[src/hw/rtl/sspd_pkg.sv]
// Shared constants, codes, types and structs of the servo speed-to-duty core.
package sspd_pkg;

    localparam int MODE_W      = 3;
    localparam int SPEED_W     = 8;
    localparam int PULSE_W     = 12;
    localparam int DUTY_W      = 16;
    localparam int ELAPSED_W   = 16;
    localparam int CFG_IDX_W   = 2;
    localparam int CFG_W       = 12;

    localparam int RES_BITS    = 16;
    localparam int PERIOD_US   = 20000;
    localparam int MOVE_MS     = 1000;

    localparam int unsigned FULL_SCALE = (32'd1 << RES_BITS) - 32'd1;

    localparam int SPEED_LIM   = 100;
    localparam int MAP_DIV     = 100;
    localparam int MAG_W       = 7;

    localparam int B_W         = (RES_BITS > MAG_W) ? RES_BITS : MAG_W;
    localparam int PROD_W      = PULSE_W + B_W;
    localparam int DIV_W       = ($clog2(PERIOD_US + 1) > $clog2(MAP_DIV + 1)) ?
                                 $clog2(PERIOD_US + 1) : $clog2(MAP_DIV + 1);
    localparam int CNT_W       = $clog2(PROD_W);
    localparam int RAW_W       = PULSE_W + 2;

    localparam logic [ELAPSED_W-1:0] MOVE_MS_CNT = ELAPSED_W'(MOVE_MS);

    localparam logic [MODE_W-1:0] MODE_SET   = MODE_W'(0);
    localparam logic [MODE_W-1:0] MODE_STOP  = MODE_W'(1);
    localparam logic [MODE_W-1:0] MODE_RAISE = MODE_W'(2);
    localparam logic [MODE_W-1:0] MODE_LOWER = MODE_W'(3);
    localparam logic [MODE_W-1:0] MODE_TICK  = MODE_W'(4);

    localparam logic [CFG_IDX_W-1:0] CFG_STOP = CFG_IDX_W'(0);
    localparam logic [CFG_IDX_W-1:0] CFG_MIN  = CFG_IDX_W'(1);
    localparam logic [CFG_IDX_W-1:0] CFG_MAX  = CFG_IDX_W'(2);

    localparam logic [CFG_W-1:0] STOP_RESET = CFG_W'(1500);
    localparam logic [CFG_W-1:0] MIN_RESET  = CFG_W'(1000);
    localparam logic [CFG_W-1:0] MAX_RESET  = CFG_W'(2000);

    typedef enum logic [1:0] {
        MD_IDLE,
        MD_MUL,
        MD_DIV
    } md_state_t;

    typedef enum logic [2:0] {
        ST_IDLE,
        ST_MAP_GO,
        ST_MAP_WAIT,
        ST_DUTY_GO,
        ST_DUTY_WAIT,
        ST_EMIT
    } ctl_state_t;

    typedef struct packed {
        logic                start;
        logic [PULSE_W-1:0]  a;
        logic [B_W-1:0]      b;
        logic [DIV_W-1:0]    d;
    } md_req_t;

    typedef struct packed {
        logic                done;
        logic [PROD_W-1:0]   q;
    } md_rsp_t;

endpackage

[src/hw/rtl/sspd_cmd_if.sv]
// Command channel: mode and speed with valid/ready handshake.
interface sspd_cmd_if;
    logic                                  valid;
    logic                                  ready;
    logic [sspd_pkg::MODE_W-1:0]           mode;
    logic signed [sspd_pkg::SPEED_W-1:0]   speed;

    modport source (output valid, output mode, output speed, input ready);
    modport sink   (input valid, input mode, input speed, output ready);
endinterface

[src/hw/rtl/sspd_res_if.sv]
// Result channel: duty word, pulse width and timed-move flag with valid/ready handshake.
interface sspd_res_if;
    logic                            valid;
    logic                            ready;
    logic [sspd_pkg::DUTY_W-1:0]     duty;
    logic [sspd_pkg::PULSE_W-1:0]    pulse_us;
    logic                            timed_active;

    modport source (output valid, output duty, output pulse_us, output timed_active,
                    input ready);
    modport sink   (input valid, input duty, input pulse_us, input timed_active,
                    output ready);
endinterface

[src/hw/rtl/sspd_muldiv.sv]
// Bit-serial multiply followed by restoring divide: q = a * b / d.
module sspd_muldiv (
    input  logic              clk,
    input  logic              rst_n,
    input  sspd_pkg::md_req_t req,
    output sspd_pkg::md_rsp_t rsp
);

    sspd_pkg::md_state_t state_reg, state_next;

    logic [sspd_pkg::PULSE_W-1:0] a_reg, a_next;
    logic [sspd_pkg::B_W-1:0]     b_reg, b_next;
    logic [sspd_pkg::DIV_W-1:0]   d_reg, d_next;
    logic [sspd_pkg::PROD_W-1:0]  acc_reg, acc_next;
    logic [sspd_pkg::DIV_W-1:0]   rem_reg, rem_next;
    logic [sspd_pkg::CNT_W-1:0]   cnt_reg, cnt_next;
    logic                         done_reg, done_next;

    logic [sspd_pkg::DIV_W:0]     shifted;
    logic [sspd_pkg::DIV_W:0]     trial;
    logic                         ge;
    logic [sspd_pkg::PROD_W-1:0]  addend;

    assign shifted = {rem_reg, acc_reg[sspd_pkg::PROD_W-1]};
    assign ge      = (shifted >= {1'b0, d_reg});
    assign trial   = shifted - {1'b0, d_reg};
    assign addend  = a_reg[sspd_pkg::PULSE_W-1] ?
                     {{(sspd_pkg::PROD_W - sspd_pkg::B_W){1'b0}}, b_reg} : '0;

    always_comb
    begin
        state_next = state_reg;
        unique case (state_reg)
            sspd_pkg::MD_IDLE:
            begin
                if (req.start)
                begin
                    state_next = sspd_pkg::MD_MUL;
                end
            end
            sspd_pkg::MD_MUL:
            begin
                if (cnt_reg == '0)
                begin
                    state_next = sspd_pkg::MD_DIV;
                end
            end
            sspd_pkg::MD_DIV:
            begin
                if (cnt_reg == '0)
                begin
                    state_next = sspd_pkg::MD_IDLE;
                end
            end
            default:
            begin
                state_next = sspd_pkg::MD_IDLE;
            end
        endcase
    end

    always_comb
    begin
        a_next    = a_reg;
        b_next    = b_reg;
        d_next    = d_reg;
        acc_next  = acc_reg;
        rem_next  = rem_reg;
        cnt_next  = cnt_reg;
        done_next = 1'b0;
        unique case (state_reg)
            sspd_pkg::MD_IDLE:
            begin
                if (req.start)
                begin
                    a_next   = req.a;
                    b_next   = req.b;
                    d_next   = req.d;
                    acc_next = '0;
                    rem_next = '0;
                    cnt_next = sspd_pkg::CNT_W'(sspd_pkg::PULSE_W - 1);
                end
            end
            sspd_pkg::MD_MUL:
            begin
                acc_next = {acc_reg[sspd_pkg::PROD_W-2:0], 1'b0} + addend;
                a_next   = {a_reg[sspd_pkg::PULSE_W-2:0], 1'b0};
                cnt_next = cnt_reg - 1'b1;
                if (cnt_reg == '0)
                begin
                    cnt_next = sspd_pkg::CNT_W'(sspd_pkg::PROD_W - 1);
                    rem_next = '0;
                end
            end
            sspd_pkg::MD_DIV:
            begin
                rem_next  = ge ? trial[sspd_pkg::DIV_W-1:0] : shifted[sspd_pkg::DIV_W-1:0];
                acc_next  = {acc_reg[sspd_pkg::PROD_W-2:0], ge};
                cnt_next  = cnt_reg - 1'b1;
                done_next = (cnt_reg == '0);
            end
            default:
            begin
                done_next = 1'b0;
            end
        endcase
    end

    always_comb
    begin
        rsp.done = done_reg;
        rsp.q    = acc_reg;
    end

    always_ff @(posedge clk or negedge rst_n)
    begin
        if (!rst_n)
        begin
            state_reg <= sspd_pkg::MD_IDLE;
            done_reg  <= 1'b0;
            cnt_reg   <= '0;
        end
        else
        begin
            state_reg <= state_next;
            done_reg  <= done_next;
            cnt_reg   <= cnt_next;
        end
    end

    always_ff @(posedge clk)
    begin
        a_reg   <= a_next;
        b_reg   <= b_next;
        d_reg   <= d_next;
        acc_reg <= acc_next;
        rem_reg <= rem_next;
    end

    a_done_idle: assert property (@(posedge clk) disable iff (!rst_n)
        done_reg |-> (state_reg == sspd_pkg::MD_IDLE))
        else $error("muldiv done outside idle");

    a_start_idle: assert property (@(posedge clk) disable iff (!rst_n)
        req.start |-> (state_reg == sspd_pkg::MD_IDLE))
        else $error("muldiv started while busy");

    a_rem_bound: assert property (@(posedge clk) disable iff (!rst_n)
        (state_reg == sspd_pkg::MD_DIV) |-> (rem_reg < d_reg))
        else $error("divider remainder out of range");

endmodule

[src/hw/rtl/servo_speed_to_pwm_duty_core.sv]
// Servo speed-to-duty core: command decode, timed move, pulse map and duty scaling.
//
//   port    dir  payload                          handshake
//   cmd     in   mode[2:0], speed[7:0] signed     valid/ready
//   res     out  duty[15:0], pulse_us[11:0], t_a  valid/ready
//   cfg     in   cfg_index[1:0], cfg_data[11:0]   cfg_we, no stall
//
// One serial multiply-divide unit retires one bit per cycle, multiplying and then dividing in each pass.
// Nonzero set speed, raise and lower take two passes (pulse map, then duty scaling),
// zero set speed, stop and an expiring tick one (duty scaling), other ticks and unknown modes none.
// Reset loads the default pulse widths and disarms the timer. A result waits in the output
// register while the next command is taken; a second result stalls until that one leaves.
module servo_speed_to_pwm_duty_core (
    input  logic                          clk,
    input  logic                          rst_n,
    sspd_cmd_if.sink                      cmd,
    sspd_res_if.source                    res,
    input  logic                          cfg_we,
    input  logic [sspd_pkg::CFG_IDX_W-1:0] cfg_index,
    input  logic [sspd_pkg::CFG_W-1:0]    cfg_data
);

    sspd_pkg::ctl_state_t state_reg, state_next;

    logic [sspd_pkg::PULSE_W-1:0]   stop_reg, min_reg, max_reg;
    logic                           armed_reg, armed_next;
    logic [sspd_pkg::ELAPSED_W-1:0] elapsed_reg, elapsed_next;
    logic [sspd_pkg::PULSE_W-1:0]   opa_reg, opa_next;
    logic [sspd_pkg::B_W-1:0]       opb_reg, opb_next;
    logic                           use_period_reg, use_period_next;
    logic                           neg_reg, neg_next;
    logic [sspd_pkg::PULSE_W-1:0]   base_reg, base_next;
    logic [sspd_pkg::PULSE_W-1:0]   pulse_reg, pulse_next;
    logic [sspd_pkg::DUTY_W-1:0]    duty_reg, duty_next;
    logic                           out_valid_reg, out_valid_next;
    logic [sspd_pkg::DUTY_W-1:0]    out_duty_reg, out_duty_next;
    logic [sspd_pkg::PULSE_W-1:0]   out_pulse_reg, out_pulse_next;
    logic                           out_active_reg, out_active_next;

    sspd_pkg::md_req_t md_req;
    sspd_pkg::md_rsp_t md_rsp;

    logic                               cmd_fire;
    logic                               out_free;
    logic signed [sspd_pkg::SPEED_W-1:0] spd_clamped;
    logic signed [sspd_pkg::SPEED_W-1:0] spd_eff;
    logic signed [sspd_pkg::SPEED_W-1:0] spd_shift;
    logic                               spd_pos;
    logic                               spd_zero;
    logic signed [sspd_pkg::PULSE_W:0]  diff_pos, diff_neg, diff_sel;
    logic [sspd_pkg::PULSE_W-1:0]       diff_abs;
    logic [sspd_pkg::MAG_W-1:0]         mag;
    logic [sspd_pkg::ELAPSED_W-1:0]     elapsed_inc;
    logic                               expire;
    logic signed [sspd_pkg::RAW_W-1:0]  map_raw;
    logic [sspd_pkg::PULSE_W-1:0]       map_clamped;
    logic [sspd_pkg::PULSE_W-1:0]       stop_clamped;
    logic [sspd_pkg::DUTY_W-1:0]        duty_sat;

    function automatic logic [sspd_pkg::PULSE_W-1:0] clamp_pulse(
        input logic signed [sspd_pkg::RAW_W-1:0] raw,
        input logic [sspd_pkg::PULSE_W-1:0]      lo,
        input logic [sspd_pkg::PULSE_W-1:0]      hi
    );
        logic [sspd_pkg::PULSE_W-1:0] result;
        if (raw < $signed({2'b00, lo}))
        begin
            result = lo;
        end
        else if (raw > $signed({2'b00, hi}))
        begin
            result = hi;
        end
        else
        begin
            result = raw[sspd_pkg::PULSE_W-1:0];
        end
        return result;
    endfunction

    assign cmd_fire = cmd.valid && cmd.ready;
    assign out_free = !out_valid_reg || res.ready;

    always_comb
    begin
        if (cmd.speed > sspd_pkg::SPEED_W'(sspd_pkg::SPEED_LIM))
        begin
            spd_clamped = sspd_pkg::SPEED_W'(sspd_pkg::SPEED_LIM);
        end
        else if (cmd.speed < -sspd_pkg::SPEED_W'(sspd_pkg::SPEED_LIM))
        begin
            spd_clamped = -sspd_pkg::SPEED_W'(sspd_pkg::SPEED_LIM);
        end
        else
        begin
            spd_clamped = cmd.speed;
        end
    end

    always_comb
    begin
        case (cmd.mode)
            sspd_pkg::MODE_RAISE: spd_eff = sspd_pkg::SPEED_W'(sspd_pkg::SPEED_LIM);
            sspd_pkg::MODE_LOWER: spd_eff = -sspd_pkg::SPEED_W'(sspd_pkg::SPEED_LIM);
            default:              spd_eff = spd_clamped;
        endcase
    end

    assign spd_pos   = (spd_eff > 0);
    assign spd_zero  = (spd_eff == 0);
    assign spd_shift = spd_eff + sspd_pkg::SPEED_W'(sspd_pkg::SPEED_LIM);
    assign diff_pos  = $signed({1'b0, max_reg}) - $signed({1'b0, stop_reg});
    assign diff_neg  = $signed({1'b0, stop_reg}) - $signed({1'b0, min_reg});
    assign diff_sel  = spd_pos ? diff_pos : diff_neg;
    assign diff_abs  = diff_sel[sspd_pkg::PULSE_W] ?
                       sspd_pkg::PULSE_W'(-diff_sel) : diff_sel[sspd_pkg::PULSE_W-1:0];
    assign mag       = spd_pos ? spd_eff[sspd_pkg::MAG_W-1:0] : spd_shift[sspd_pkg::MAG_W-1:0];

    assign elapsed_inc = (elapsed_reg == '1) ? elapsed_reg : elapsed_reg + 1'b1;
    assign expire      = (elapsed_inc >= sspd_pkg::MOVE_MS_CNT);

    assign map_raw = neg_reg ?
        $signed({2'b00, base_reg}) - $signed({2'b00, md_rsp.q[sspd_pkg::PULSE_W-1:0]}) :
        $signed({2'b00, base_reg}) + $signed({2'b00, md_rsp.q[sspd_pkg::PULSE_W-1:0]});
    assign map_clamped  = clamp_pulse(map_raw, min_reg, max_reg);
    assign stop_clamped = clamp_pulse($signed({2'b00, stop_reg}), min_reg, max_reg);
    assign duty_sat     = (|md_rsp.q[sspd_pkg::PROD_W-1:sspd_pkg::DUTY_W]) ?
                          '1 : md_rsp.q[sspd_pkg::DUTY_W-1:0];

    always_comb
    begin
        state_next = state_reg;
        unique case (state_reg)
            sspd_pkg::ST_IDLE:
            begin
                if (cmd_fire)
                begin
                    unique case (cmd.mode) inside
                        sspd_pkg::MODE_SET:
                        begin
                            state_next = spd_zero ? sspd_pkg::ST_DUTY_GO : sspd_pkg::ST_MAP_GO;
                        end
                        sspd_pkg::MODE_STOP:
                        begin
                            state_next = sspd_pkg::ST_DUTY_GO;
                        end
                        sspd_pkg::MODE_RAISE, sspd_pkg::MODE_LOWER:
                        begin
                            state_next = sspd_pkg::ST_MAP_GO;
                        end
                        sspd_pkg::MODE_TICK:
                        begin
                            if (armed_reg && expire)
                            begin
                                state_next = sspd_pkg::ST_DUTY_GO;
                            end
                        end
                        default:
                        begin
                            state_next = sspd_pkg::ST_IDLE;
                        end
                    endcase
                end
            end
            sspd_pkg::ST_MAP_GO:
            begin
                state_next = sspd_pkg::ST_MAP_WAIT;
            end
            sspd_pkg::ST_MAP_WAIT:
            begin
                if (md_rsp.done)
                begin
                    state_next = sspd_pkg::ST_DUTY_GO;
                end
            end
            sspd_pkg::ST_DUTY_GO:
            begin
                state_next = sspd_pkg::ST_DUTY_WAIT;
            end
            sspd_pkg::ST_DUTY_WAIT:
            begin
                if (md_rsp.done)
                begin
                    state_next = sspd_pkg::ST_EMIT;
                end
            end
            sspd_pkg::ST_EMIT:
            begin
                if (out_free)
                begin
                    state_next = sspd_pkg::ST_IDLE;
                end
            end
            default:
            begin
                state_next = sspd_pkg::ST_IDLE;
            end
        endcase
    end

    always_comb
    begin
        armed_next      = armed_reg;
        elapsed_next    = elapsed_reg;
        opa_next        = opa_reg;
        opb_next        = opb_reg;
        use_period_next = use_period_reg;
        neg_next        = neg_reg;
        base_next       = base_reg;
        pulse_next      = pulse_reg;
        duty_next       = duty_reg;
        out_valid_next  = out_valid_reg && !res.ready;
        out_duty_next   = out_duty_reg;
        out_pulse_next  = out_pulse_reg;
        out_active_next = out_active_reg;
        unique case (state_reg)
            sspd_pkg::ST_IDLE:
            begin
                if (cmd_fire)
                begin
                    // stop pulse, clamped, feeding the duty pass directly
                    pulse_next      = stop_clamped;
                    opa_next        = stop_clamped;
                    opb_next        = sspd_pkg::B_W'(sspd_pkg::FULL_SCALE);
                    use_period_next = 1'b1;
                    if ((cmd.mode == sspd_pkg::MODE_RAISE) || (cmd.mode == sspd_pkg::MODE_LOWER))
                    begin
                        armed_next   = 1'b1;
                        elapsed_next = '0;
                    end
                    if (cmd.mode == sspd_pkg::MODE_TICK && armed_reg)
                    begin
                        elapsed_next = elapsed_inc;
                        if (expire)
                        begin
                            armed_next = 1'b0;
                        end
                    end
                    if ((cmd.mode == sspd_pkg::MODE_SET && !spd_zero) ||
                        (cmd.mode == sspd_pkg::MODE_RAISE) || (cmd.mode == sspd_pkg::MODE_LOWER))
                    begin
                        opa_next        = diff_abs;
                        opb_next        = sspd_pkg::B_W'(mag);
                        use_period_next = 1'b0;
                        neg_next        = diff_sel[sspd_pkg::PULSE_W];
                        base_next       = spd_pos ? stop_reg : min_reg;
                    end
                end
            end
            sspd_pkg::ST_MAP_WAIT:
            begin
                if (md_rsp.done)
                begin
                    pulse_next      = map_clamped;
                    opa_next        = map_clamped;
                    opb_next        = sspd_pkg::B_W'(sspd_pkg::FULL_SCALE);
                    use_period_next = 1'b1;
                end
            end
            sspd_pkg::ST_DUTY_WAIT:
            begin
                if (md_rsp.done)
                begin
                    duty_next = duty_sat;
                end
            end
            sspd_pkg::ST_EMIT:
            begin
                if (out_free)
                begin
                    out_valid_next  = 1'b1;
                    out_duty_next   = duty_reg;
                    out_pulse_next  = pulse_reg;
                    out_active_next = armed_reg;
                end
            end
            default:
            begin
                duty_next = duty_reg;
            end
        endcase
    end

    always_comb
    begin
        cmd.ready        = (state_reg == sspd_pkg::ST_IDLE);
        md_req.start     = (state_reg == sspd_pkg::ST_MAP_GO) ||
                           (state_reg == sspd_pkg::ST_DUTY_GO);
        md_req.a         = opa_reg;
        md_req.b         = opb_reg;
        md_req.d         = use_period_reg ? sspd_pkg::DIV_W'(sspd_pkg::PERIOD_US) :
                                            sspd_pkg::DIV_W'(sspd_pkg::MAP_DIV);
        res.valid        = out_valid_reg;
        res.duty         = out_duty_reg;
        res.pulse_us     = out_pulse_reg;
        res.timed_active = out_active_reg;
    end

    sspd_muldiv u_muldiv (
        .clk   (clk),
        .rst_n (rst_n),
        .req   (md_req),
        .rsp   (md_rsp)
    );

    always_ff @(posedge clk or negedge rst_n)
    begin
        if (!rst_n)
        begin
            stop_reg <= sspd_pkg::STOP_RESET;
            min_reg  <= sspd_pkg::MIN_RESET;
            max_reg  <= sspd_pkg::MAX_RESET;
        end
        else if (cfg_we)
        begin
            unique case (cfg_index)
                sspd_pkg::CFG_STOP: stop_reg <= cfg_data;
                sspd_pkg::CFG_MIN:  min_reg  <= cfg_data;
                sspd_pkg::CFG_MAX:  max_reg  <= cfg_data;
                default:            stop_reg <= stop_reg;
            endcase
        end
    end

    always_ff @(posedge clk or negedge rst_n)
    begin
        if (!rst_n)
        begin
            state_reg     <= sspd_pkg::ST_IDLE;
            armed_reg     <= 1'b0;
            elapsed_reg   <= '0;
            out_valid_reg <= 1'b0;
        end
        else
        begin
            state_reg     <= state_next;
            armed_reg     <= armed_next;
            elapsed_reg   <= elapsed_next;
            out_valid_reg <= out_valid_next;
        end
    end

    always_ff @(posedge clk)
    begin
        opa_reg        <= opa_next;
        opb_reg        <= opb_next;
        use_period_reg <= use_period_next;
        neg_reg        <= neg_next;
        base_reg       <= base_next;
        pulse_reg      <= pulse_next;
        duty_reg       <= duty_next;
        out_duty_reg   <= out_duty_next;
        out_pulse_reg  <= out_pulse_next;
        out_active_reg <= out_active_next;
    end

    a_disarm_on_accept: assert property (@(posedge clk) disable iff (!rst_n)
        $fell(armed_reg) |-> ($past(state_reg) == sspd_pkg::ST_IDLE))
        else $error("timer disarmed outside a command transaction");

    a_done_in_wait: assert property (@(posedge clk) disable iff (!rst_n)
        md_rsp.done |-> ((state_reg == sspd_pkg::ST_MAP_WAIT) ||
                         (state_reg == sspd_pkg::ST_DUTY_WAIT)))
        else $error("muldiv result arrived while not waiting");

    a_timer_hold_busy: assert property (@(posedge clk) disable iff (!rst_n)
        (state_reg != sspd_pkg::ST_IDLE) |=> ($stable(armed_reg) && $stable(elapsed_reg)))
        else $error("timer state changed while busy");

endmodule
[src/flat_wrapper.sv]
// flat-port wrapper written by rule: the top's interface ports become plain ports
module servo_speed_to_pwm_duty_core_flat 
  (clk, rst_n, cfg_we, cfg_index, cfg_data, cmd_valid, cmd_mode, cmd_speed, cmd_ready, res_valid, res_duty, res_pulse_us, res_timed_active, res_ready);
  sspd_cmd_if cmd_i ();
  sspd_res_if res_i ();
  input  logic clk;
  input  logic rst_n;
  input  logic cfg_we;
  input  logic [sspd_pkg::CFG_IDX_W-1:0] cfg_index;
  input  logic [sspd_pkg::CFG_W-1:0] cfg_data;
  input wire logic [$bits(cmd_i.valid)-1:0] cmd_valid;
  input wire logic [$bits(cmd_i.mode)-1:0] cmd_mode;
  input wire logic [$bits(cmd_i.speed)-1:0] cmd_speed;
  output wire logic [$bits(cmd_i.ready)-1:0] cmd_ready;
  output wire logic [$bits(res_i.valid)-1:0] res_valid;
  output wire logic [$bits(res_i.duty)-1:0] res_duty;
  output wire logic [$bits(res_i.pulse_us)-1:0] res_pulse_us;
  output wire logic [$bits(res_i.timed_active)-1:0] res_timed_active;
  input wire logic [$bits(res_i.ready)-1:0] res_ready;
  assign cmd_i.valid = cmd_valid;
  assign cmd_i.mode = cmd_mode;
  assign cmd_i.speed = cmd_speed;
  assign cmd_ready = cmd_i.ready;
  assign res_valid = res_i.valid;
  assign res_duty = res_i.duty;
  assign res_pulse_us = res_i.pulse_us;
  assign res_timed_active = res_i.timed_active;
  assign res_i.ready = res_ready;
  servo_speed_to_pwm_duty_core u_core (.clk(clk), .rst_n(rst_n), .cmd(cmd_i), .res(res_i), .cfg_we(cfg_we), .cfg_index(cfg_index), .cfg_data(cfg_data));
endmodule
[config.mk]
export PLATFORM = sky130hd
export DESIGN_NAME = servo_speed_to_pwm_duty_core_flat
export DESIGN_NICKNAME = d
export VERILOG_FILES = /design/src/hw/rtl/sspd_pkg.sv /design/src/hw/rtl/sspd_cmd_if.sv /design/src/hw/rtl/sspd_res_if.sv /design/src/hw/rtl/sspd_muldiv.sv /design/src/hw/rtl/servo_speed_to_pwm_duty_core.sv /design/src/flat_wrapper.sv
export SDC_FILE = /design/constraint.sdc
export NUM_CORES = 1
export LEC_CHECK = 0
export BUFFER_PORTS_ARGS = -buffer_cell sky130_fd_sc_hd__buf_2
export CELL_PAD_IN_SITES_DETAIL_PLACEMENT = 2
export CELL_PAD_IN_SITES_GLOBAL_PLACEMENT = 2
export CORE_MARGIN = 2
export CORE_UTILIZATION = 44
export CTS_BUF_LIST = sky130_fd_sc_hd__clkbuf_4 sky130_fd_sc_hd__clkbuf_8 sky130_fd_sc_hd__clkbuf_16
export CTS_CLUSTER_DIAMETER = 40
export DETAILED_ROUTE_END_ITERATION = 10
export HOLD_SLACK_MARGIN = 0.12
export PLACE_DENSITY = 0.84
export SETUP_SLACK_MARGIN = 0.4
export SLEW_MARGIN = 10
export SYNTH_ARGS = -nofsm -noshare
export SYNTH_HDL_FRONTEND = slang
export SYNTH_SLANG_ARGS = --single-unit
[constraint.sdc]
create_clock -name clk -period 7 [get_ports clk]
set_input_delay 1.75 -clock clk [delete_from_list [all_inputs] [get_ports clk]]
set_output_delay 1.75 -clock clk [all_outputs]
set_load 0.01 [all_outputs]
==> results of run 1 <==
-- stage by stage --
step	utilization	instances
floorplan	-	1465
global placement	0.470	1927
detailed placement	0.470	1927
CTS	0.514	2003
global route	0.514	2005
finish	0.514	2006
-- power groups by stage --
| stage | logic, mW | clock network, mW | registers, mW |
|---|---|---|---|
| detailed placement | 3.97 | 0 | 2.32 |
| global placement | 3.64 | 0 | 2.27 |
| floorplan | 2.77 | 0 | 2.11 |
| finish | 4.30 | 2.09 | 2.33 |
| CTS | 4.22 | 2.12 | 2.32 |
| global route | 4.58 | 2.17 | 2.36 |
-- area by class of cell --
class	instances	area share
diodes	2	0.000299
clock buffers	49	0.0695
clock inverters	27	0.0163
inverters	93	0.0209
multi-input cells	1098	0.460
flip-flops and latches	219	0.375
well taps	442	0.0330
repair buffers	76	0.0253
-- Yosys cell counts (all sizes together), types with 37 or more instances --
library cell and instances:
a21oi 67, clkbuf 41, dfrtp 46, edfxtp 154, ha 103, inv 92, mux2 50, mux2i 47
nand2 139, nand3 37, nor2 102, o21ai 109
-- kinds of logic after synthesis --
logic type	Yosys count	share of synthesized area
AO/OA/AOI/OAI	357	0.160
XOR/XNOR	58	0.0350
adder cells (fa/ha/maj)	108	0.0958
buffers and inverters	148	0.0400
flip-flops	219	0.433
multiplexers	97	0.0713
AND/OR/NAND/NOR	478	0.165
-- layer usage --
layer  share of wire  GRT usage
met3           0.045     0.0481
met1            0.41      0.392
met5         0.00020          0
met4           0.042      0.133
met2            0.50      0.572
-- path summary, 6_finish.rpt --
| check | startpoint | cells past startpoint | slack, ps | end |
|---|---|---|---|---|
| worst max-delay path | u_core.u_muldiv.acc_reg[0] | 18 | 860 | u_core.pulse_reg[10] |
| worst min register to register | u_core.duty_reg[13] | 0 | 420 | u_core.res.duty[13] |
| worst max register to register | u_core.u_muldiv.acc_reg[0] | 18 | 860 | u_core.pulse_reg[10] |
| worst min-delay path | u_core.duty_reg[13] | 0 | 420 | u_core.res.duty[13] |
| max in group asynchronous | rst_n | 2 | 4910 | u_core.min_reg[2] |
| min in group asynchronous | rst_n | 2 | 1420 | u_core.elapsed_reg[3] |
==> results.sh, run 1 <==
export IMPL_async_reset_ff_frac=0.297
export IMPL_worst_slack_ps=860
export IMPL_drive_gt1_frac=0.157
export IMPL_worstPathRequired_ps=7240
export IMPL_ys_ff_latch=219
export IMPL_clock_path_buffers=3
export IMPL_skew_ps=25.1
export IMPL_grt_pass1_wl_microns=84000
export IMPL_postLayoutCellArea_sq_mm=0.0167
export IMPL_synthToLayoutAreaGrowth_pct=15.4
export IMPL_synth_top_area_frac=0.319
export IMPL_arrival_ps=6380
export IMPL_drv_cap=0
export IMPL_fillers=3399
export IMPL_slowest_stage="a211oi_1"
export IMPL_clkPwrFrac=0.240
export IMPL_period_needed_ps=6140
export IMPL_cp_cell_sequence="ha_1 > fa_1 > nor2b_1 > o31ai_1 > a221oi_1 > nor3_1 > a21oi_1 > xor2_1 > ha_1 > nand2_1 > or2_2 > or3_1 > nand2_1 > a2bb2oi_1 > a21bo_2 > mux2_2 > a211oi_1 > a21oi_1"
export IMPL_initial_core_util=0.446
export IMPL_grt_max_degree=66
export IMPL_p_seq_frac=0.267
export IMPL_finalWeightedCongestion=0.875
export IMPL_post_cts_buffers=0
export IMPL_first_pass_iters=5
export IMPL_fin_crit_sh=0.877
export IMPL_crit_fanout=13
export IMPL_finalPower_mw=8.73
export IMPL_holdWs_ps=418
export IMPL_cts_buffers=43
export IMPL_fmax_mhz=163
export IMPL_layout_common_cells="edfxtp_1 (154), nand2_1 (139), o21ai_0 (107)"
export IMPL_vias_per_cell=6.24
export IMPL_ir_drop_uv=205
export IMPL_grt_pass1_vias=13700
export IMPL_nNetsFinal=1669
export IMPL_gr_total_overflow=0
export IMPL_powerDensity_mw_per_mm2=521
export IMPL_ant_nets=0
export IMPL_worst_path_buf_inv=0
export IMPL_pwr_share_comb=0.493
export IMPL_htreeDepth=2
export IMPL_tritoncts="yes"
export IMPL_drc=0
export IMPL_syn_inst=1465
export IMPL_synth_edf_count=154
export IMPL_path_class="reg -> reg"
export IMPL_place_area_sq_mm=0.0153
export IMPL_clock_sinks=219
export IMPL_syn_area_per_cell_sq_um=9.90
export IMPL_cts_resized=0
export IMPL_synth_flop_cell="edfxtp_1"
export IMPL_post_synth_num_cell_types=79
export IMPL_worst_setup_path_end_kind="flip-flop"
export IMPL_rsz0062_at_grt="no"
export IMPL_synth_net_count=1603
export IMPL_placementRows=66
export IMPL_power_leakage_nw=6.90
export IMPL_first_iter_violations=898
export IMPL_p_sw_frac=0.456
export IMPL_clk_pin_slew_ps=60
export IMPL_io_pins=61
export IMPL_core_area_sq_mm=0.0325
export IMPL_yosys_area_top_type="edfxtp_1"
export IMPL_multiInputGateArea_sq_mm=0.00769
export IMPL_ys_warnings_count=0
export IMPL_antenna_found_initial=3
export IMPL_die_w_microns=186
export IMPL_yosysSeqAreaShare=0.433
export IMPL_insertion_delay_ps=550
export IMPL_vias=12500
export IMPL_wire_per_inst_microns=27.4
export IMPL_startpoint_type="flip-flop"
export IMPL_hold_class="reg -> reg"
export IMPL_worst_pin_slew_ps=1210
export IMPL_cts_hold_buf=0
export IMPL_finalSetupViolations=0
export IMPL_seqCellArea_sq_mm=0.00627
export IMPL_fp_dieH_microns=186
export IMPL_place_hpwl_microns=37700
export IMPL_grt_total_usage=0.323
export IMPL_syn_area_sq_mm=0.0145
export IMPL_synthTopCellsByArea="edfxtp_1 (32%), ha_1 (8.9%), dfrtp_1 (7.9%)"
export IMPL_port_buffers=60
export IMPL_routed_wl_microns=54900
export IMPL_intPower_mw=4.75
export IMPL_tns_ps=0
export IMPL_largest_reg_flops=28
export IMPL_final_hold_viol_count=0
export IMPL_layout_commonest_cell="edfxtp_1"
export IMPL_p_sw_mw=3.98
export IMPL_cp_slowest_stage_delay_ps=590
export IMPL_place_ws_ps=939
export IMPL_cts_root_buf="clkbuf_16"
export IMPL_path_delay_family="compound AO/OA/AOI/OAI gates"
export IMPL_finalMaxSlewViolations=0
export IMPL_dieArea_sq_mm=0.0344
export IMPL_maxSlewHeadroom=0.186
export IMPL_status="completed"
(Power assumes the default switching activity.)
==> run 2: changes to the inputs <==
--- a/config.mk
+++ b/config.mk
@@ -9,12 +9,14 @@
 export CELL_PAD_IN_SITES_DETAIL_PLACEMENT = 2
 export CELL_PAD_IN_SITES_GLOBAL_PLACEMENT = 2
 export CORE_MARGIN = 2
-export CORE_UTILIZATION = 44
-export CTS_BUF_LIST = sky130_fd_sc_hd__clkbuf_4 sky130_fd_sc_hd__clkbuf_8 sky130_fd_sc_hd__clkbuf_16
+export CORE_UTILIZATION = 46
+export CTS_BUF_LIST = sky130_fd_sc_hd__clkbuf_8
 export CTS_CLUSTER_DIAMETER = 40
 export DETAILED_ROUTE_END_ITERATION = 10
+export GPL_TIMING_DRIVEN = 0
 export HOLD_SLACK_MARGIN = 0.12
-export PLACE_DENSITY = 0.84
+export PLACE_DENSITY = 0.87
+export RECOVER_POWER = 100
 export SETUP_SLACK_MARGIN = 0.4
 export SLEW_MARGIN = 10
 export SYNTH_ARGS = -nofsm -noshare
==> run 2 against run 1 <==
Against the previous run: the run now ends with capacitance limit, slew limit, setup timing left; combinational power is 11% higher; worst hold slack better by 3.4 ps; sequential share of layout area is 0.93 points higher; non-clock buffer count is 45 higher; clock-buffer cell count is 1 higher; critical path depth stayed put; cell area is 2.4% lower; global-route usage is 4.7 points higher; total power is 0.39% lower; core utilization is 0.71 points higher; sequential power hardly changed; die area is 4.3% lower.
==> results.sh, run 2 (synthesized netlist as in run 1, its figures left out) <==
export IMPL_nNetsFinal=1716
export IMPL_grt_max_degree=45
export IMPL_skew_ps=47.7
export IMPL_cts_root_buf="clkbuf_8"
export IMPL_fmax_mhz=140
export IMPL_place_hpwl_microns=40600
export IMPL_status="complete, but fails checks"
export IMPL_final_hold_viol_count=0
export IMPL_io_pins=61
export IMPL_worst_setup_path_end_kind="flip-flop"
export IMPL_core_area_sq_mm=0.0313
export IMPL_wire_per_inst_microns=33.0
export IMPL_path_class="in -> reg"
export IMPL_cp_slowest_stage_delay_ps=480
export IMPL_placementRows=65
export IMPL_largest_reg_flops=28
export IMPL_finalPower_mw=8.69
export IMPL_htreeDepth=2
export IMPL_port_buffers=60
export IMPL_worstPathRequired_ps=7310
export IMPL_vias_per_cell=6.76
export IMPL_hold_class="reg -> reg"
export IMPL_ant_nets=0
export IMPL_vias=13600
export IMPL_place_ws_ps=-134
export IMPL_tns_ps=-159
export IMPL_grt_pass1_wl_microns=93500
export IMPL_power_leakage_nw=6.66
export IMPL_whs_path_depth=0
export IMPL_fin_cells=2017
export IMPL_grt_total_usage=0.370
export IMPL_worst_slack_ps=-159
export IMPL_synthToLayoutAreaGrowth_pct=12.6
export IMPL_place_inst=1930
export IMPL_period_needed_ps=7160
export IMPL_slowest_stage="o31ai_1"
export IMPL_drive_gt1_frac=0.121
export IMPL_fp_dieH_microns=182
export IMPL_startpoint_type="input port"
export IMPL_rr_startpoint="u_core.u_muldiv.acc_reg[3]"
export IMPL_clk_pin_slew_ps=70
export IMPL_finalSetupViolations=1
export IMPL_first_iter_violations=1395
export IMPL_diodes=0
export IMPL_drv_cap=5
export IMPL_rrSetupSlack_ps=160
export IMPL_postLayoutCellArea_sq_mm=0.0163
export IMPL_worst_pin_slew_ps=2740
export IMPL_maxSlewHeadroom=-0.832
export IMPL_whs_endpoint="u_core.res.pulse_us[5]"
export IMPL_dieArea_sq_mm=0.0330
export IMPL_cts_buffers=45
export IMPL_clock_path_buffers=3
export IMPL_gr_total_overflow=0
export IMPL_fin_crit_sh=1.02
export IMPL_powerDensity_mw_per_mm2=532
export IMPL_insertion_delay_ps=600
export IMPL_violations="capacitance limit, slew limit, setup timing"
export IMPL_ir_drop_uv=181
export IMPL_cp_cell_sequence="clkbuf_1 > nor2b_1 > clkbuf_1 > or2_2 > clkbuf_1 > o21bai_1 > and2_1 > ha_1 > a31oi_2 > o31a_1 > buf_2 > buf_2 > mux2i_2 > ha_1 > nand2_1 > o31ai_1 > mux2_2 > a211oi_2"
export IMPL_final_util=0.522
export IMPL_cp_common_cell="clkbuf_1"
export IMPL_initial_core_util=0.463
export IMPL_place_area_sq_mm=0.0154
export IMPL_die_w_microns=182
export IMPL_arrival_ps=7470
export IMPL_grt_pass1_vias=14800
export IMPL_crit_fanout=10
export IMPL_r2r_end="u_core.pulse_reg[2]"
export IMPL_reg2regPathDepth=19
export IMPL_finalWeightedCongestion=0.906
export IMPL_routed_wl_microns=66600
export IMPL_clock_sinks=219
export IMPL_cts_hold_buf=0
export IMPL_drc=0
export IMPL_antenna_found_initial=1
export IMPL_holdWs_ps=421
export IMPL_hold_start="u_core.pulse_reg[5]"
export IMPL_finalMaxSlewViolations=108
export IMPL_tritoncts="yes"
export IMPL_layout_common_cells="edfxtp_1 (154), nand2_1 (139), o21ai_0 (107)"
export IMPL_layout_commonest_cell="edfxtp_1"
export IMPL_first_pass_iters=8
[run 2: layer usage]
layer	global-route usage	up-vias	wire length, microns	part of all wire
met1	0.444	6906	25000	0.38
met3	0.0489	297	4780	0.072
met2	0.654	808	32300	0.49
li1	-	5623	-	-
met4	0.182	2	4480	0.067
met5	0	-	11	0.00017
[run 2: timing repair]
action,in CTS,in global routing
setup buffers,0,3
resized for setup,2,5
setup endpoints to repair,1,2
[run 2: final cells by class]
type | instances | area [sq um]
Fill cell | 3239 | 15000
Sequential cell | 219 | 6270
Tap cell | 402 | 503
Multi-Input combinational cell | 1098 | 7680
Inverter | 93 | 349
Clock inverter | 34 | 314
Buffer | 55 | 233
Timing Repair Buffer | 66 | 288
Clock buffer | 50 | 688
[run 2: power breakdown]
part / switching, mW / total, mW / internal, mW / leakage, nW
clock: 0.677 / 1.56 / 0.884 / 0.533
sequential: 0.409 / 2.34 / 1.93 / 2.27
combinational: 3.26 / 4.79 / 1.53 / 3.86
[run 2: critical path: cells and delay by family]
family / cells / cell delay [ps]
buffers and inverters: 5 / 1570
multiplexers: 2 / 860
AND/OR/NAND/NOR: 4 / 940
adder cells (fa/ha/maj): 2 / 510
AO/OA/AOI/OAI: 5 / 1830
[run 2: worst max-delay path by stage]
stage / start / slack, ps / cells after the start / end
finish: cmd_mode[2] / -160 / 18 / u_core.opa_reg[10]
global route: cmd_mode[2] / -50 / 18 / u_core.opa_reg[10]
detailed placement: cmd_mode[1] / -130 / 18 / u_core.opa_reg[10]
global placement: cmd_mode[1] / 50 / 18 / u_core.opa_reg[10]
CTS: cmd_mode[1] / 470 / 18 / u_core.opa_reg[10]
floorplan: cmd_speed[0] / 1510 / 17 / u_core.opa_reg[10]
==> run 3: changes to the inputs <==
--- a/config.mk
+++ b/config.mk
@@ -5,6 +5,7 @@
 export SDC_FILE = /design/constraint.sdc
 export NUM_CORES = 1
 export LEC_CHECK = 0
+export ABC_AREA = 0
 export BUFFER_PORTS_ARGS = -buffer_cell sky130_fd_sc_hd__buf_2
 export CELL_PAD_IN_SITES_DETAIL_PLACEMENT = 2
 export CELL_PAD_IN_SITES_GLOBAL_PLACEMENT = 2
@@ -13,7 +14,6 @@
 export CTS_BUF_LIST = sky130_fd_sc_hd__clkbuf_8
 export CTS_CLUSTER_DIAMETER = 40
 export DETAILED_ROUTE_END_ITERATION = 10
-export GPL_TIMING_DRIVEN = 0
 export HOLD_SLACK_MARGIN = 0.12
 export PLACE_DENSITY = 0.87
 export RECOVER_POWER = 100
==> run 3 against run 2 <==
Against the previous run: the run ends with capacitance limit, slew limit left; core utilization decreased by 0.43 points; combinational power decreased by 9.0%; via count decreased by 6.1%; fmax increased by 11%; register-to-register slack improved by 410 ps; highest routed layer unchanged.
==> results.sh, run 3 (synthesized netlist as in run 1, its figures left out) <==
export IMPL_status="complete, but fails checks"
export IMPL_violations="capacitance limit, slew limit"
export IMPL_vias=12800
export IMPL_tns_ps=0
export IMPL_drive_gt1_frac=0.117
export IMPL_fp_dieH_microns=182
export IMPL_layout_commonest_cell="edfxtp_1"
export IMPL_diodes=0
export IMPL_tritoncts="yes"
export IMPL_worstPathRequired_ps=7260
export IMPL_ant_nets=0
export IMPL_startpoint_type="flip-flop"
export IMPL_dieArea_sq_mm=0.0330
export IMPL_hold_class="reg -> reg"
export IMPL_period_needed_ps=6430
export IMPL_power_leakage_nw=6.62
export IMPL_synthToLayoutAreaGrowth_pct=11.7
export IMPL_largest_reg_flops=28
export IMPL_finalSetupViolations=0
export IMPL_place_hpwl_microns=39200
export IMPL_port_buffers=60
export IMPL_worst_pin_slew_ps=4130
export IMPL_worst_path_buf_inv=1
export IMPL_vias_per_cell=6.49
export IMPL_skew_ps=35.8
export IMPL_htreeDepth=2
export IMPL_insertion_delay_ps=600
export IMPL_cts_root_buf="clkbuf_8"
export IMPL_clk_pin_slew_ps=60
export IMPL_first_pass_iters=4
export IMPL_drc=0
export IMPL_grt_pass1_wl_microns=88700
export IMPL_io_pins=61
export IMPL_powerDensity_mw_per_mm2=517
export IMPL_path_class="reg -> reg"
export IMPL_cp_cell_sequence="inv_1 > ha_1 > nor2b_1 > o2111ai_1 > a31oi_1 > nor2_1 > xnor2_1 > ha_1 > a21o_1 > a211oi_1 > o21ai_0 > a221oi_1 > o211ai_1 > and2_0 > mux2i_1 > o21ai_0"
export IMPL_cts_resized=0
export IMPL_maxSlewHeadroom=-1.75
export IMPL_layout_common_cells="edfxtp_1 (154), nand2_1 (139), o21ai_0 (107)"
export IMPL_fillers=3269
export IMPL_worst_setup_path_end_kind="flip-flop"
export IMPL_grt_max_degree=66
export IMPL_fmax_mhz=156
export IMPL_grt_pass1_vias=14200
export IMPL_gr_total_overflow=0
export IMPL_clock_sinks=219
export IMPL_ir_drop_uv=183
export IMPL_die_w_microns=182
export IMPL_final_hold_viol_count=0
export IMPL_cts_buffers=46
export IMPL_antenna_found_initial=3
export IMPL_cts_hold_buf=0
export IMPL_cp_slowest_stage_delay_ps=690
export IMPL_arrival_ps=6680
export IMPL_initial_core_util=0.463
export IMPL_routed_wl_microns=58100
export IMPL_nNetsFinal=1673
export IMPL_fin_crit_sh=0.918
export IMPL_first_iter_violations=1120
export IMPL_drv_cap=6
export IMPL_rsz0062_at_grt="no"
export IMPL_crit_fanout=13
export IMPL_slowest_stage="and2_0"
export IMPL_core_area_sq_mm=0.0313
export IMPL_post_cts_buffers=0
export IMPL_placementRows=65
export IMPL_path_delay_family="compound AO/OA/AOI/OAI gates"
export IMPL_finalWeightedCongestion=0.880
export IMPL_finalMaxSlewViolations=205
export IMPL_wire_per_inst_microns=29.4
export IMPL_clock_path_buffers=3
export IMPL_grt_total_usage=0.353
export IMPL_final_util=0.517
run 3: changes by cell type in the layout (fill, tap and decap cells not counted), sizes merged:
| cell | delta |
|---|---|
| buf | -6 |
| bufinv | +3 |
| clkbuf | -41 |
| clkinv | +5 |
| clkinvlp | -3 |
| inv | -1 |
run 3: worst paths after layout:
path	to	depth (start not counted)	start	slack (ps)
min reg2reg	u_core.res.duty[15]	0	u_core.duty_reg[15]	420
max in group asynchronous	u_core.max_reg[0]	2	rst_n	1940
min in group asynchronous	u_core.elapsed_reg[6]	2	rst_n	2710
max reg2reg	u_core.opa_reg[2]	16	u_core.u_muldiv.acc_reg[1]	570
max	u_core.opa_reg[2]	16	u_core.u_muldiv.acc_reg[1]	570
min	u_core.res.duty[15]	0	u_core.duty_reg[15]	420
run 3: power by group:
group	switching, mW	internal, mW
registers	0.416	1.93
logic	2.88	1.49
clock network	0.693	0.972
run 3: area by class of cell:
class	count	area [sq um]	share of cell area
inverter	93	349	0.0216
timing repair buffer	77	349	0.0216
multi-input combinational	1098	7650	0.472
sequential	219	6270	0.387
clock inverter	38	424	0.0262
clock buffer	47	647	0.0399
tap	402	503	0.0311
run 3: through the flow:
stage	setup WS, ps	area [sq um]	total power, mW	hold slack (ps)	std cells
3_5_place_dp	781	15200	6.31	413	1889
4_1_cts	939	16300	8.30	416	1974
2_1_floorplan	1510	14500	4.88	400	1465
5_1_grt	479	16200	8.74	428	1974
3_3_place_gp	1030	15200	5.89	401	1889
6_report	573	16200	8.38	416	1974
run 3: layer usage:
layer,share of wire,track usage,routed length [microns],vias to the layer above
met3,0.051,0.0568,2970,175
met5,0.00043,0,25,-
met4,0.050,0.170,2890,4
li1,-,-,-,5543
met1,0.40,0.427,23300,6583
met2,0.50,0.613,28800,499
